[src/rtl/ode_pkg.sv]
// ============================================================================
// ode_pkg: shared types, constants and microcode for the ODE step unit
// Word format, shared ALU request/response types and the step program.
// ============================================================================
package ode_pkg;

    localparam int WORD_BITS = 32;
    localparam int FRAC_BITS = 24;
    localparam int PROD_BITS = 2 * WORD_BITS;
    localparam int Q_BITS    = PROD_BITS - FRAC_BITS;

    // Division by three as a multiply by a reciprocal, valid for 32-bit words.
    localparam logic [WORD_BITS-1:0] DIV3_RECIP = 32'hAAAA_AAAB;
    localparam int                   DIV3_SHIFT = 33;

    localparam logic [WORD_BITS-1:0] WMIN_BITS = {1'b1, {(WORD_BITS-1){1'b0}}};
    localparam logic [WORD_BITS-1:0] WMAX_BITS = {1'b0, {(WORD_BITS-1){1'b1}}};
    localparam logic [WORD_BITS-1:0] ONE_BITS  = WORD_BITS'(1) << FRAC_BITS;

    // Configuration register indexes.
    localparam int CFG_IDX_BITS = 3;
    localparam logic [CFG_IDX_BITS-1:0] CFG_SYSTEM = 3'd0;
    localparam logic [CFG_IDX_BITS-1:0] CFG_METHOD = 3'd1;
    localparam logic [CFG_IDX_BITS-1:0] CFG_DT     = 3'd2;
    localparam logic [CFG_IDX_BITS-1:0] CFG_COEF_A = 3'd3;
    localparam logic [CFG_IDX_BITS-1:0] CFG_COEF_B = 3'd4;
    localparam logic [CFG_IDX_BITS-1:0] CFG_COEF_C = 3'd5;
    localparam logic [CFG_IDX_BITS-1:0] CFG_COEF_D = 3'd6;

    localparam int DT_BITS = 31;
    localparam logic [DT_BITS-1:0]   DT_RESET     = 31'd838861;
    localparam logic [WORD_BITS-1:0] COEF_A_RESET = 32'd33554432;
    localparam logic [WORD_BITS-1:0] COEF_B_RESET = 32'd50331648;
    localparam logic [WORD_BITS-1:0] COEF_C_RESET = 32'd67108864;
    localparam logic [WORD_BITS-1:0] COEF_D_RESET = 32'd83886080;

    typedef enum logic [2:0] {
        OP_MOV, OP_ADD, OP_NEG, OP_MUL, OP_DIV6, OP_END
    } t_op;

    typedef enum logic [1:0] {
        C_ALL, C_LV, C_HO, C_EU
    } t_cond;

    typedef enum logic [3:0] {
        R_X, R_Y, R_VX, R_VY, R_KX, R_KY, R_SX, R_SY, R_T, R_U,
        R_A, R_B, R_C, R_D, R_DT, R_HDT
    } t_reg;

    typedef enum logic [0:0] {
        ST_IDLE, ST_RUN
    } t_state;

    typedef struct packed {
        t_op   op;
        t_cond cond;
        t_reg  dst;
        t_reg  sa;
        t_reg  sb;
    } t_instr;

    typedef struct packed {
        t_op                   op;
        logic                  capture;
        logic [WORD_BITS-1:0]  a;
        logic [WORD_BITS-1:0]  b;
    } t_alu_req;

    typedef struct packed {
        logic [WORD_BITS-1:0] res;
        logic                 sat;
    } t_alu_rsp;

    // Program layout: start addresses of each block.
    localparam int PC_BITS = 7;
    localparam logic [PC_BITS-1:0] PC_D1   = 7'd2;
    localparam logic [PC_BITS-1:0] PC_EU   = 7'd12;
    localparam logic [PC_BITS-1:0] PC_SEED = 7'd17;
    localparam logic [PC_BITS-1:0] PC_AD2  = 7'd19;
    localparam logic [PC_BITS-1:0] PC_D2   = 7'd23;
    localparam logic [PC_BITS-1:0] PC_AC2  = 7'd33;
    localparam logic [PC_BITS-1:0] PC_AD3  = 7'd37;
    localparam logic [PC_BITS-1:0] PC_D3   = 7'd41;
    localparam logic [PC_BITS-1:0] PC_AC3  = 7'd51;
    localparam logic [PC_BITS-1:0] PC_AD4  = 7'd55;
    localparam logic [PC_BITS-1:0] PC_D4   = 7'd59;
    localparam logic [PC_BITS-1:0] PC_FIN  = 7'd69;
    localparam logic [PC_BITS-1:0] PC_LAST = 7'd77;

    function automatic t_instr mk(t_op op, t_cond cond, t_reg dst, t_reg sa, t_reg sb);
        t_instr r;
        r.op   = op;
        r.cond = cond;
        r.dst  = dst;
        r.sa   = sa;
        r.sb   = sb;
        return r;
    endfunction

    // Derivative at (VX, VY) into (KX, KY); the temporaries T and U are scratch.
    function automatic t_instr deriv_instr(logic [3:0] j);
        t_instr r;
        case (j)
            4'd0:    r = mk(OP_MUL, C_LV, R_T,  R_B,  R_VY);
            4'd1:    r = mk(OP_NEG, C_LV, R_T,  R_T,  R_T);
            4'd2:    r = mk(OP_ADD, C_LV, R_T,  R_A,  R_T);
            4'd3:    r = mk(OP_MUL, C_LV, R_KX, R_VX, R_T);
            4'd4:    r = mk(OP_MUL, C_LV, R_U,  R_C,  R_VX);
            4'd5:    r = mk(OP_NEG, C_LV, R_T,  R_D,  R_D);
            4'd6:    r = mk(OP_ADD, C_LV, R_U,  R_U,  R_T);
            4'd7:    r = mk(OP_MUL, C_LV, R_KY, R_VY, R_U);
            4'd8:    r = mk(OP_NEG, C_HO, R_KX, R_VY, R_VY);
            4'd9:    r = mk(OP_MOV, C_HO, R_KY, R_VX, R_VX);
            default: r = mk(OP_END, C_ALL, R_T, R_T, R_T);
        endcase
        return r;
    endfunction

    // Stage point (VX, VY) = state + K * h.
    function automatic t_instr adv_instr(logic [1:0] j, t_reg h);
        t_instr r;
        case (j)
            2'd0:    r = mk(OP_MUL, C_ALL, R_T,  R_KX, h);
            2'd1:    r = mk(OP_ADD, C_ALL, R_VX, R_X,  R_T);
            2'd2:    r = mk(OP_MUL, C_ALL, R_U,  R_KY, h);
            default: r = mk(OP_ADD, C_ALL, R_VY, R_Y,  R_U);
        endcase
        return r;
    endfunction

    // Weighted sum: S += 2K, with the doubling saturated first.
    function automatic t_instr acc_instr(logic [1:0] j);
        t_instr r;
        case (j)
            2'd0:    r = mk(OP_ADD, C_ALL, R_T,  R_KX, R_KX);
            2'd1:    r = mk(OP_ADD, C_ALL, R_SX, R_SX, R_T);
            2'd2:    r = mk(OP_ADD, C_ALL, R_T,  R_KY, R_KY);
            default: r = mk(OP_ADD, C_ALL, R_SY, R_SY, R_T);
        endcase
        return r;
    endfunction

    function automatic t_instr euler_instr(logic [2:0] j);
        t_instr r;
        case (j)
            3'd0:    r = mk(OP_MUL, C_EU, R_T, R_KX, R_DT);
            3'd1:    r = mk(OP_ADD, C_EU, R_X, R_X,  R_T);
            3'd2:    r = mk(OP_MUL, C_EU, R_U, R_KY, R_DT);
            3'd3:    r = mk(OP_ADD, C_EU, R_Y, R_Y,  R_U);
            default: r = mk(OP_END, C_EU, R_T, R_T,  R_T);
        endcase
        return r;
    endfunction

    function automatic t_instr fin_instr(logic [3:0] j);
        t_instr r;
        case (j)
            4'd0:    r = mk(OP_ADD,  C_ALL, R_SX, R_SX, R_KX);
            4'd1:    r = mk(OP_ADD,  C_ALL, R_SY, R_SY, R_KY);
            4'd2:    r = mk(OP_MUL,  C_ALL, R_T,  R_SX, R_DT);
            4'd3:    r = mk(OP_DIV6, C_ALL, R_T,  R_T,  R_T);
            4'd4:    r = mk(OP_ADD,  C_ALL, R_X,  R_X,  R_T);
            4'd5:    r = mk(OP_MUL,  C_ALL, R_U,  R_SY, R_DT);
            4'd6:    r = mk(OP_DIV6, C_ALL, R_U,  R_U,  R_U);
            4'd7:    r = mk(OP_ADD,  C_ALL, R_Y,  R_Y,  R_U);
            default: r = mk(OP_END,  C_ALL, R_T,  R_T,  R_T);
        endcase
        return r;
    endfunction

    function automatic t_instr fetch(logic [PC_BITS-1:0] pc);
        t_instr               r;
        logic [PC_BITS-1:0]   d;
        d = '0;
        if (pc < PC_D1) begin
            r = pc[0] ? mk(OP_MOV, C_ALL, R_VY, R_Y, R_Y) : mk(OP_MOV, C_ALL, R_VX, R_X, R_X);
        end else if (pc < PC_EU) begin
            d = pc - PC_D1;
            r = deriv_instr(d[3:0]);
        end else if (pc < PC_SEED) begin
            d = pc - PC_EU;
            r = euler_instr(d[2:0]);
        end else if (pc < PC_AD2) begin
            d = pc - PC_SEED;
            r = d[0] ? mk(OP_MOV, C_ALL, R_SY, R_KY, R_KY)
                     : mk(OP_MOV, C_ALL, R_SX, R_KX, R_KX);
        end else if (pc < PC_D2) begin
            d = pc - PC_AD2;
            r = adv_instr(d[1:0], R_HDT);
        end else if (pc < PC_AC2) begin
            d = pc - PC_D2;
            r = deriv_instr(d[3:0]);
        end else if (pc < PC_AD3) begin
            d = pc - PC_AC2;
            r = acc_instr(d[1:0]);
        end else if (pc < PC_D3) begin
            d = pc - PC_AD3;
            r = adv_instr(d[1:0], R_HDT);
        end else if (pc < PC_AC3) begin
            d = pc - PC_D3;
            r = deriv_instr(d[3:0]);
        end else if (pc < PC_AD4) begin
            d = pc - PC_AC3;
            r = acc_instr(d[1:0]);
        end else if (pc < PC_D4) begin
            d = pc - PC_AD4;
            r = adv_instr(d[1:0], R_DT);
        end else if (pc < PC_FIN) begin
            d = pc - PC_D4;
            r = deriv_instr(d[3:0]);
        end else if (pc <= PC_LAST) begin
            d = pc - PC_FIN;
            r = fin_instr(d[3:0]);
        end else begin
            r = mk(OP_END, C_ALL, R_T, R_T, R_T);
        end
        return r;
    endfunction

endpackage

[src/rtl/ode_alu.sv]
// ============================================================================
// ode_alu: shared saturating arithmetic unit
// One unsigned 32x32 multiplier with a product register, plus add, negate
// and move. Multiply and divide-by-six go through the product register.
// ============================================================================
module ode_alu (
    input  logic              i_clk,
    input  ode_pkg::t_alu_req i_req,
    output ode_pkg::t_alu_rsp o_rsp
);
    import ode_pkg::*;

    localparam logic [PROD_BITS-1:0] ROUND_HALF = PROD_BITS'(1) << (FRAC_BITS - 1);
    localparam logic [Q_BITS-1:0]    Q_HALF     = Q_BITS'(1) << (WORD_BITS - 1);
    localparam logic [Q_BITS-1:0]    Q_WMAX     = Q_HALF - Q_BITS'(1);

    logic [WORD_BITS-1:0] ua, ub, mag_a, mag_b, mul_a, mul_b;
    logic [WORD_BITS:0]   div_n;
    logic                 mul_neg;
    logic [PROD_BITS-1:0] r_prod, rnd;
    logic                 r_neg;
    logic [Q_BITS-1:0]    q;
    logic [WORD_BITS-1:0] q_lo, q6, res;
    logic [WORD_BITS:0]   sum;
    logic                 sat;

    always_comb begin
        ua    = i_req.a;
        ub    = i_req.b;
        mag_a = ua[WORD_BITS-1] ? (~ua + 1'b1) : ua;
        mag_b = ub[WORD_BITS-1] ? (~ub + 1'b1) : ub;
        // Rounded division by six: floor((|a| + 3) / 2) / 3.
        div_n = {1'b0, mag_a} + (WORD_BITS+1)'(3);
        if (i_req.op == OP_DIV6) begin
            mul_a   = div_n[WORD_BITS:1];
            mul_b   = DIV3_RECIP;
            mul_neg = ua[WORD_BITS-1];
        end else begin
            mul_a   = mag_a;
            mul_b   = mag_b;
            mul_neg = ua[WORD_BITS-1] ^ ub[WORD_BITS-1];
        end
    end

    always_ff @(posedge i_clk) begin
        if (i_req.capture) begin
            r_prod <= PROD_BITS'(mul_a) * PROD_BITS'(mul_b);
            r_neg  <= mul_neg;
        end
    end

    always_comb begin
        rnd  = r_prod + ROUND_HALF;
        q    = rnd[PROD_BITS-1:FRAC_BITS];
        q_lo = q[WORD_BITS-1:0];
        q6   = WORD_BITS'(r_prod >> DIV3_SHIFT);
        sum  = {ua[WORD_BITS-1], ua} + {ub[WORD_BITS-1], ub};
        res  = ua;
        sat  = 1'b0;
        case (i_req.op)
            OP_MOV: begin
                res = ua;
            end
            OP_NEG: begin
                if (ua == WMIN_BITS) begin
                    res = WMAX_BITS;
                    sat = 1'b1;
                end else begin
                    res = ~ua + 1'b1;
                end
            end
            OP_ADD: begin
                if (sum[WORD_BITS] != sum[WORD_BITS-1]) begin
                    res = sum[WORD_BITS] ? WMIN_BITS : WMAX_BITS;
                    sat = 1'b1;
                end else begin
                    res = sum[WORD_BITS-1:0];
                end
            end
            OP_MUL: begin
                // A negative magnitude of exactly half the range lands on the
                // most negative word without saturating.
                if (r_neg) begin
                    if (q > Q_HALF) begin
                        res = WMIN_BITS;
                        sat = 1'b1;
                    end else begin
                        res = ~q_lo + 1'b1;
                    end
                end else if (q > Q_WMAX) begin
                    res = WMAX_BITS;
                    sat = 1'b1;
                end else begin
                    res = q_lo;
                end
            end
            OP_DIV6: begin
                res = r_neg ? (~q6 + 1'b1) : q6;
            end
            default: begin
                res = ua;
            end
        endcase
        o_rsp.res = res;
        o_rsp.sat = sat;
    end

endmodule

[src/rtl/ode_rk4_euler_step_unit.sv]
// ============================================================================
// ode_rk4_euler_step_unit: two-variable ODE integrator, RK4 or Euler step
// A load item reaches the output register at its accept edge.
// A step item runs its micro-instructions in order through the shared ALU,
// each multiply with a product phase and a write-back phase, and ends by
// waiting for a free output register. One item at a time.
// Reset (synchronous, active low) restores the registers to their defaults
// and the state to (1.0, 1.0).
// ============================================================================
module ode_rk4_euler_step_unit (
    input  logic        i_clk,
    input  logic        i_rst_n,
    // Input stream.
    input  logic        i_s_tvalid,
    output logic        o_s_tready,
    input  logic [63:0] i_s_tdata,   // [31:0] init_x, [63:32] init_y
    input  logic [0:0]  i_s_tuser,   // [0] func
    // Result stream.
    output logic        o_m_tvalid,
    input  logic        i_m_tready,
    output logic [63:0] o_m_tdata,   // [31:0] out_x, [63:32] out_y
    output logic [0:0]  o_m_tuser,   // [0] overflow
    // Configuration writes.
    input  logic        i_cfg_valid,
    output logic        o_cfg_ready,
    input  logic [2:0]  i_cfg_index,
    input  logic [31:0] i_cfg_data
);
    import ode_pkg::*;

    // Configuration registers.
    logic                 r_sys, r_method;
    logic [DT_BITS-1:0]   r_dt;
    logic [WORD_BITS-1:0] r_coef_a, r_coef_b, r_coef_c, r_coef_d;

    // Integrator state and the scratch registers of the step program.
    logic [WORD_BITS-1:0] r_x, r_y;
    logic [WORD_BITS-1:0] r_vx, r_vy, r_kx, r_ky, r_sx, r_sy, r_t, r_u;

    // Sequencer.
    t_state             r_state, n_state;
    logic [PC_BITS-1:0] r_pc, n_pc;
    logic               r_phase, n_phase;
    logic               r_sat;
    t_instr             ins;
    logic               active, wb_en, done, s_ready, s_fire, load_fire, out_free;

    // Output register.
    logic                 r_out_valid, r_out_ovf;
    logic [WORD_BITS-1:0] r_out_x, r_out_y;

    t_alu_req alu_req;
    t_alu_rsp alu_rsp;

    assign ins       = fetch(r_pc);
    assign out_free  = !r_out_valid || i_m_tready;
    assign s_fire    = i_s_tvalid && s_ready;
    assign load_fire = s_fire && !i_s_tuser[0];

    // The condition field lets one program serve both systems and methods.
    always_comb begin
        case (ins.cond)
            C_ALL:   active = 1'b1;
            C_LV:    active = !r_sys;
            C_HO:    active = r_sys;
            C_EU:    active = r_method;
            default: active = 1'b1;
        endcase
    end

    // Operand selection for the shared ALU.
    always_comb begin
        alu_req.op      = ins.op;
        alu_req.capture = (r_state == ST_RUN) && !r_phase;
        case (ins.sa)
            R_X:     alu_req.a = r_x;
            R_Y:     alu_req.a = r_y;
            R_VX:    alu_req.a = r_vx;
            R_VY:    alu_req.a = r_vy;
            R_KX:    alu_req.a = r_kx;
            R_KY:    alu_req.a = r_ky;
            R_SX:    alu_req.a = r_sx;
            R_SY:    alu_req.a = r_sy;
            R_T:     alu_req.a = r_t;
            R_U:     alu_req.a = r_u;
            R_A:     alu_req.a = r_coef_a;
            R_B:     alu_req.a = r_coef_b;
            R_C:     alu_req.a = r_coef_c;
            R_D:     alu_req.a = r_coef_d;
            R_DT:    alu_req.a = {1'b0, r_dt};
            R_HDT:   alu_req.a = {2'b00, r_dt[DT_BITS-1:1]};
            default: alu_req.a = r_t;
        endcase
        case (ins.sb)
            R_X:     alu_req.b = r_x;
            R_Y:     alu_req.b = r_y;
            R_VX:    alu_req.b = r_vx;
            R_VY:    alu_req.b = r_vy;
            R_KX:    alu_req.b = r_kx;
            R_KY:    alu_req.b = r_ky;
            R_SX:    alu_req.b = r_sx;
            R_SY:    alu_req.b = r_sy;
            R_T:     alu_req.b = r_t;
            R_U:     alu_req.b = r_u;
            R_A:     alu_req.b = r_coef_a;
            R_B:     alu_req.b = r_coef_b;
            R_C:     alu_req.b = r_coef_c;
            R_D:     alu_req.b = r_coef_d;
            R_DT:    alu_req.b = {1'b0, r_dt};
            R_HDT:   alu_req.b = {2'b00, r_dt[DT_BITS-1:1]};
            default: alu_req.b = r_t;
        endcase
    end

    ode_alu u_alu (
        .i_clk (i_clk),
        .i_req (alu_req),
        .o_rsp (alu_rsp)
    );

    // Next state. Instructions whose condition is false are skipped. A
    // multiply captures its product in the first phase and writes back in
    // the second. The final instruction waits until the output register
    // is free, so a result is never overwritten before it is taken.
    always_comb begin
        n_state = r_state;
        n_pc    = r_pc;
        n_phase = r_phase;
        wb_en   = 1'b0;
        done    = 1'b0;
        s_ready = 1'b0;
        case (r_state)
            ST_IDLE: begin
                s_ready = out_free;
                if (i_s_tvalid && out_free && i_s_tuser[0]) begin
                    n_state = ST_RUN;
                    n_pc    = '0;
                    n_phase = 1'b0;
                end
            end
            ST_RUN: begin
                if (!active) begin
                    n_pc = r_pc + 1'b1;
                end else begin
                    case (ins.op)
                        OP_END: begin
                            if (out_free) begin
                                done    = 1'b1;
                                n_state = ST_IDLE;
                            end
                        end
                        OP_MUL, OP_DIV6: begin
                            if (!r_phase) begin
                                n_phase = 1'b1;
                            end else begin
                                wb_en   = 1'b1;
                                n_phase = 1'b0;
                                n_pc    = r_pc + 1'b1;
                            end
                        end
                        default: begin
                            wb_en = 1'b1;
                            n_pc  = r_pc + 1'b1;
                        end
                    endcase
                end
            end
            default: begin
                n_state = ST_IDLE;
            end
        endcase
    end

    assign o_s_tready  = s_ready;
    assign o_cfg_ready = 1'b1;

    // Control, configuration and integrator state.
    always_ff @(posedge i_clk) begin
        if (!i_rst_n) begin
            r_state     <= ST_IDLE;
            r_pc        <= '0;
            r_phase     <= 1'b0;
            r_sat       <= 1'b0;
            r_out_valid <= 1'b0;
            r_sys       <= 1'b0;
            r_method    <= 1'b0;
            r_dt        <= DT_RESET;
            r_coef_a    <= COEF_A_RESET;
            r_coef_b    <= COEF_B_RESET;
            r_coef_c    <= COEF_C_RESET;
            r_coef_d    <= COEF_D_RESET;
            r_x         <= ONE_BITS;
            r_y         <= ONE_BITS;
        end else begin
            r_state <= n_state;
            r_pc    <= n_pc;
            r_phase <= n_phase;

            if (i_cfg_valid) begin
                case (i_cfg_index)
                    CFG_SYSTEM: r_sys    <= i_cfg_data[0];
                    CFG_METHOD: r_method <= i_cfg_data[0];
                    CFG_DT:     r_dt     <= i_cfg_data[DT_BITS-1:0];
                    CFG_COEF_A: r_coef_a <= i_cfg_data;
                    CFG_COEF_B: r_coef_b <= i_cfg_data;
                    CFG_COEF_C: r_coef_c <= i_cfg_data;
                    CFG_COEF_D: r_coef_d <= i_cfg_data;
                    default: ;
                endcase
            end

            if (s_fire) begin
                r_sat <= 1'b0;
            end else if (wb_en) begin
                r_sat <= r_sat | alu_rsp.sat;
            end

            // 32-bit words never saturate on load.
            if (load_fire) begin
                r_x <= i_s_tdata[WORD_BITS-1:0];
                r_y <= i_s_tdata[2*WORD_BITS-1:WORD_BITS];
            end else if (wb_en && ins.dst == R_X) begin
                r_x <= alu_rsp.res;
            end else if (wb_en && ins.dst == R_Y) begin
                r_y <= alu_rsp.res;
            end

            if (r_out_valid && i_m_tready) begin
                r_out_valid <= 1'b0;
            end
            if (load_fire || done) begin
                r_out_valid <= 1'b1;
            end
        end
    end

    // Scratch registers and output payload; no reset needed.
    always_ff @(posedge i_clk) begin
        if (wb_en) begin
            case (ins.dst)
                R_VX:    r_vx <= alu_rsp.res;
                R_VY:    r_vy <= alu_rsp.res;
                R_KX:    r_kx <= alu_rsp.res;
                R_KY:    r_ky <= alu_rsp.res;
                R_SX:    r_sx <= alu_rsp.res;
                R_SY:    r_sy <= alu_rsp.res;
                R_T:     r_t  <= alu_rsp.res;
                R_U:     r_u  <= alu_rsp.res;
                default: ;
            endcase
        end
        if (load_fire) begin
            r_out_x   <= i_s_tdata[WORD_BITS-1:0];
            r_out_y   <= i_s_tdata[2*WORD_BITS-1:WORD_BITS];
            r_out_ovf <= 1'b0;
        end else if (done) begin
            r_out_x   <= r_x;
            r_out_y   <= r_y;
            r_out_ovf <= r_sat;
        end
    end

    assign o_m_tvalid = r_out_valid;
    assign o_m_tdata  = {r_out_y, r_out_x};
    assign o_m_tuser  = r_out_ovf;

    // No item is taken while a step program is running.
    a_no_accept_in_run: assert property (@(posedge i_clk) disable iff (!i_rst_n)
        (r_state == ST_RUN) |-> !o_s_tready)
        else $error("input accepted during a step");

    // Finishing a step always presents a result in the next cycle.
    a_done_shows_result: assert property (@(posedge i_clk) disable iff (!i_rst_n)
        done |=> o_m_tvalid)
        else $error("finished step left no result");

    // The second multiply phase only exists for multiply-type instructions.
    a_phase_mul_only: assert property (@(posedge i_clk) disable iff (!i_rst_n)
        r_phase |-> (r_state == ST_RUN && (ins.op == OP_MUL || ins.op == OP_DIV6)))
        else $error("multiply phase on a non-multiply instruction");

    // The program counter never runs past the final instruction.
    a_pc_in_range: assert property (@(posedge i_clk) disable iff (!i_rst_n)
        (r_state == ST_RUN) |-> (r_pc <= PC_LAST))
        else $error("program counter out of range");

endmodule
[config.mk]
export PLATFORM = sky130hd
export DESIGN_NAME = ode_rk4_euler_step_unit
export DESIGN_NICKNAME = d
export VERILOG_FILES = /design/src/rtl/ode_pkg.sv /design/src/rtl/ode_alu.sv /design/src/rtl/ode_rk4_euler_step_unit.sv
export SDC_FILE = /design/constraint.sdc
export NUM_CORES = 2
export LEC_CHECK = 0
export ABC_AREA = 1
export BUFFER_PORTS_ARGS = -buffer_cell sky130_fd_sc_hd__buf_2
export CELL_PAD_IN_SITES_DETAIL_PLACEMENT = 0
export CELL_PAD_IN_SITES_GLOBAL_PLACEMENT = 1
export CORE_MARGIN = 5
export CORE_UTILIZATION = 53
export DETAILED_ROUTE_END_ITERATION = 6
export PLACE_DENSITY_LB_ADDON = 0.1
export SYNTH_ARGS = -nofsm -noshare
export SYNTH_HDL_FRONTEND = slang
export SYNTH_SLANG_ARGS = --single-unit
[constraint.sdc]
create_clock -name i_clk -period 28.3 [get_ports i_clk]
set_clock_uncertainty 0.05 [all_clocks]
set_input_delay 7.075 -clock i_clk [delete_from_list [all_inputs] [get_ports i_clk]]
set_output_delay 7.075 -clock i_clk [all_outputs]
set_load 0.03 [all_outputs]
==> results.txt <==
In the routed design, unresolved DRC markers number 12. The number of I/O port buffers was 171; the number of nets produced by synthesis was 11159. The largest fanout of any net on the critical path is 22. For this block, the routed nets add up to 339000 um of wire. The clock tree synthesis step divided the H-tree into 3 levels.

During I/O placement, the number of pins put on the boundary was 173. In this run the cell area measured after placement is 76400 um2. The routed layout has 72939 vias. Hold repair after CTS inserted 0 buffers. The clock drives 599 sinks. The post-route standard cell area excluding fillers came out at 78600 um2.

From synthesis to final layout, the design area changed by 6.04%. The first global-routing pass estimated 483000 um of wire. The largest single stage delay on the critical path is 1.14 ns.

After clock tree synthesis, the clock-pin slew on the worst setup and hold paths is 0.07 ns. The tools report the number of standard cells in the layout, taps in and fillers out as 11738. The run gives 28.64 ns as the required arrival time at the worst endpoint. The insertion delay to the later sink of the worst-skew pair came out at 0.66 ns.

For this design, the slowest cell found on the critical path is sky130_fd_sc_hd__inv_1. After clock tree synthesis, the setup repair step added 0 buffers. Among all flip-flop cells after synthesis, the most frequent one is sky130_fd_sc_hd__edfxtp_1.

The die is 384 um tall. The top cell types in the final layout, fill and taps aside, are sky130_fd_sc_hd__nand2_1, sky130_fd_sc_hd__inv_1, sky130_fd_sc_hd__nor2_1. After legalization and detailed placement, the total HPWL measured 258000 um.

The unique cell type count in the Yosys netlist is 80. The wire length per cell is 28.8 um. The flow ran to the end, but the final reports show violations. Launching element type of the critical path: a register. The placeable core region came out at 139000 um2. After synthesis the cells add up to 74100 um2. The run gives 123 as the largest net degree at the start of global routing. The longest clock path from root to sink contains 3 buffers. Capturing element type of the critical path: a register.

The first-pass iteration count of the detailed router was 7; the share of the clock period used by the worst path after layout was 58.6%. Effective utilization at floorplan: 53.2%. u_alu.r_prod holds more flip-flops than any other register.

The floorplan has 137 rows. Setup violations remaining at the end of the flow were counted as 0. Type of the worst setup path: register to register. The width of the die was 384 um; the count of placed standard cells including taps was 11610. The cell count after synthesis came out at 9843. In the final layout, the share of cells above drive strength 1 is 7.08%. The max-slew violation count was 0; the number of nets at the end of the flow was 11119. The normalized max-slew margin was 9.90%. TritonCTS built the clock tree. Setup repair after global routing left no endpoint under its margin.

After clock tree synthesis, the repair step resized 0 gates. The worst hold slack after final layout came out at 0.428 ns. The total die area is 147000 um2. CTS placed an instance of sky130_fd_sc_hd__clkbuf_16 at the clock tree root. For the overall fraction of global-route tracks in use, the log shows 45.0%. The dominant cell type by count on the critical path is sky130_fd_sc_hd__nand2_1. The register with the most flip-flops in the layout has 41 of them. The via count of the first global-routing pass was 71735; the slew at the pin closest to its max-slew limit was 1.34 ns.

Routability-driven placement finished with a final weighted congestion of 1.07. The number of design-rule violations left by the first detailed-router iteration was 10166. Data arrives at the worst endpoint at 16.93 ns. Counting flops with a built-in enable in the synthesized netlist gives 362. Static timing analysis puts the maximum clock frequency at 0.0603 GHz.

The mean post-synth cell area was 7.53 um2; the total count of hold-check failures in the final report was 0. For the final routed database, the setup TNS stands at 0 ns. After synthesis, the share of flip-flops with an asynchronous set or reset is 0%. Summed over all layers, the global routing overflow is 0. The per-cell via count in the routed design was 6.21; the sequential share of the synthesized area was 21.1%.

Max-cap violations in this run came to 0. Once detail routing completed, the nets flagged for antenna violations numbered 0. The initial antenna violation count came out at 8. The worst hold path belongs to the class register to register. The most common cell after layout, fill and taps aside was sky130_fd_sc_hd__nand2_1. The final reports fail on design-rule violations. The run gives 67 as the CTS buffer count. The post-synthesis sequential element count came out at 599. The clock period minus worst slack came out at 16.59 ns.

During synthesis, Yosys emitted a total of 0 warnings.
[synthesized netlist by cell type, types with 8 or more instances]
library cell | number | share of area [%]
sky130_fd_sc_hd__nand2_1 | 1997 | 10
sky130_fd_sc_hd__inv_1 | 1793 | 9.1
sky130_fd_sc_hd__nor2_1 | 1044 | 5.3
sky130_fd_sc_hd__fa_1 | 896 | 24
sky130_fd_sc_hd__nand3_1 | 578 | 3.9
sky130_fd_sc_hd__a21oi_1 | 544 | 3.7
sky130_fd_sc_hd__o21ai_0 | 513 | 3.5
sky130_fd_sc_hd__edfxtp_1 | 362 | 15
sky130_fd_sc_hd__ha_1 | 315 | 5.3
sky130_fd_sc_hd__dfxtp_1 | 237 | 6.4
sky130_fd_sc_hd__clkbuf_1 | 190 | 0.96
sky130_fd_sc_hd__o22ai_1 | 160 | 1.4
sky130_fd_sc_hd__buf_2 | 147 | 0.99
sky130_fd_sc_hd__xor2_1 | 120 | 1.4
sky130_fd_sc_hd__nand4_1 | 107 | 0.90
sky130_fd_sc_hd__nor3_1 | 83 | 0.56
sky130_fd_sc_hd__inv_2 | 59 | 0.30
sky130_fd_sc_hd__nand2_2 | 59 | 0.50
sky130_fd_sc_hd__o211ai_1 | 50 | 0.51
sky130_fd_sc_hd__o2111ai_1 | 41 | 0.48
sky130_fd_sc_hd__buf_4 | 38 | 0.38
sky130_fd_sc_hd__nor2_2 | 37 | 0.31
sky130_fd_sc_hd__a22oi_1 | 36 | 0.36
sky130_fd_sc_hd__buf_6 | 34 | 0.52
sky130_fd_sc_hd__o21ai_1 | 30 | 0.20
sky130_fd_sc_hd__nor4_1 | 28 | 0.24
sky130_fd_sc_hd__xnor2_1 | 25 | 0.30
sky130_fd_sc_hd__a211oi_1 | 24 | 0.24
sky130_fd_sc_hd__a31oi_1 | 23 | 0.19
sky130_fd_sc_hd__o221ai_1 | 21 | 0.25
sky130_fd_sc_hd__a21boi_0 | 18 | 0.18
sky130_fd_sc_hd__a221oi_1 | 18 | 0.21
sky130_fd_sc_hd__nand3_2 | 18 | 0.24
sky130_fd_sc_hd__nand2_4 | 17 | 0.26
sky130_fd_sc_hd__buf_1 | 16 | 0.081
sky130_fd_sc_hd__o21a_1 | 14 | 0.14
sky130_fd_sc_hd__clkinv_1 | 13 | 0.066
sky130_fd_sc_hd__nand3b_1 | 13 | 0.13
sky130_fd_sc_hd__nor2_4 | 13 | 0.20
sky130_fd_sc_hd__o21ai_2 | 11 | 0.13
sky130_fd_sc_hd__o31ai_1 | 8 | 0.081
[cell type report]
| class | instances | area (um2) |
|---|---|---|
| tap | 1876 | 2350 |
| multi-input combinational | 6953 | 49500 |
| inverter | 1866 | 7010 |
| timing repair buffer | 316 | 1950 |
| clock inverter | 34 | 357 |
| antenna | 7 | 17.5 |
| sequential | 599 | 15600 |
| fill | 13468 | 60600 |
| clock buffer | 87 | 1830 |
[worst max-delay path: cells and delay by family, from the launching register on]
kind	cells	cell delay (ns)
AOI/OAI and AO/OA	4	1.13
xor gates and xnor gates	1	0.07
adders and majority gates	11	5.49
buffers and inverters	13	3.24
DFF	1	0.88
and+or+nand+nor	35	5.36
[path summary, 6_finish.rpt]
check / from / endpoint / slack (ns) / cells after the start
setup reg to reg: r_pc[0]$_SDFFE_PN0P_ / u_alu.r_prod[52]$_DFFE_PP_ / 11.71 / 64
hold / removal: r_coef_b[0]$_SDFFE_PN0P_ / r_coef_b[0]$_SDFFE_PN0P_ / 0.43 / 2
hold reg to reg: r_coef_b[0]$_SDFFE_PN0P_ / r_coef_b[0]$_SDFFE_PN0P_ / 0.43 / 2
setup / recovery: r_pc[0]$_SDFFE_PN0P_ / u_alu.r_prod[52]$_DFFE_PP_ / 11.71 / 64
[routing by layer]
layer / GRT usage (%) / share of wire [%]
met4: 41.0 / 12
met5: 0 / 0.0059
met2: 67.9 / 43
met3: 12.2 / 12
met1: 52.3 / 33
[stage by stage]
step | util (%) | setup WS [ns]
after floorplan | - | 13.61
after global placement | 54.9 | 12.36
after detailed placement | 54.9 | 12.30
after CTS | 56.4 | 12.27
after global routing | 56.5 | 11.27
final | 56.5 | 11.71
[cell families after synthesis]
family                     count (synthesis)  share of synthesized area (%)
AOI/OAI and AO/OA                       1560                           12.1
xor gates and xnor gates                 145                           1.71
adders and majority gates               1211                           29.5
buffers and inverters                   2291                           12.4
DFF                                      599                           21.1
muxes                                      1                         0.0135
other                                      1                        0.00506
and+or+nand+nor                         4035                           23.1
Power is not shown: default switching activity piles up to over one toggle a cycle in this logic, so the estimate is an artifact.
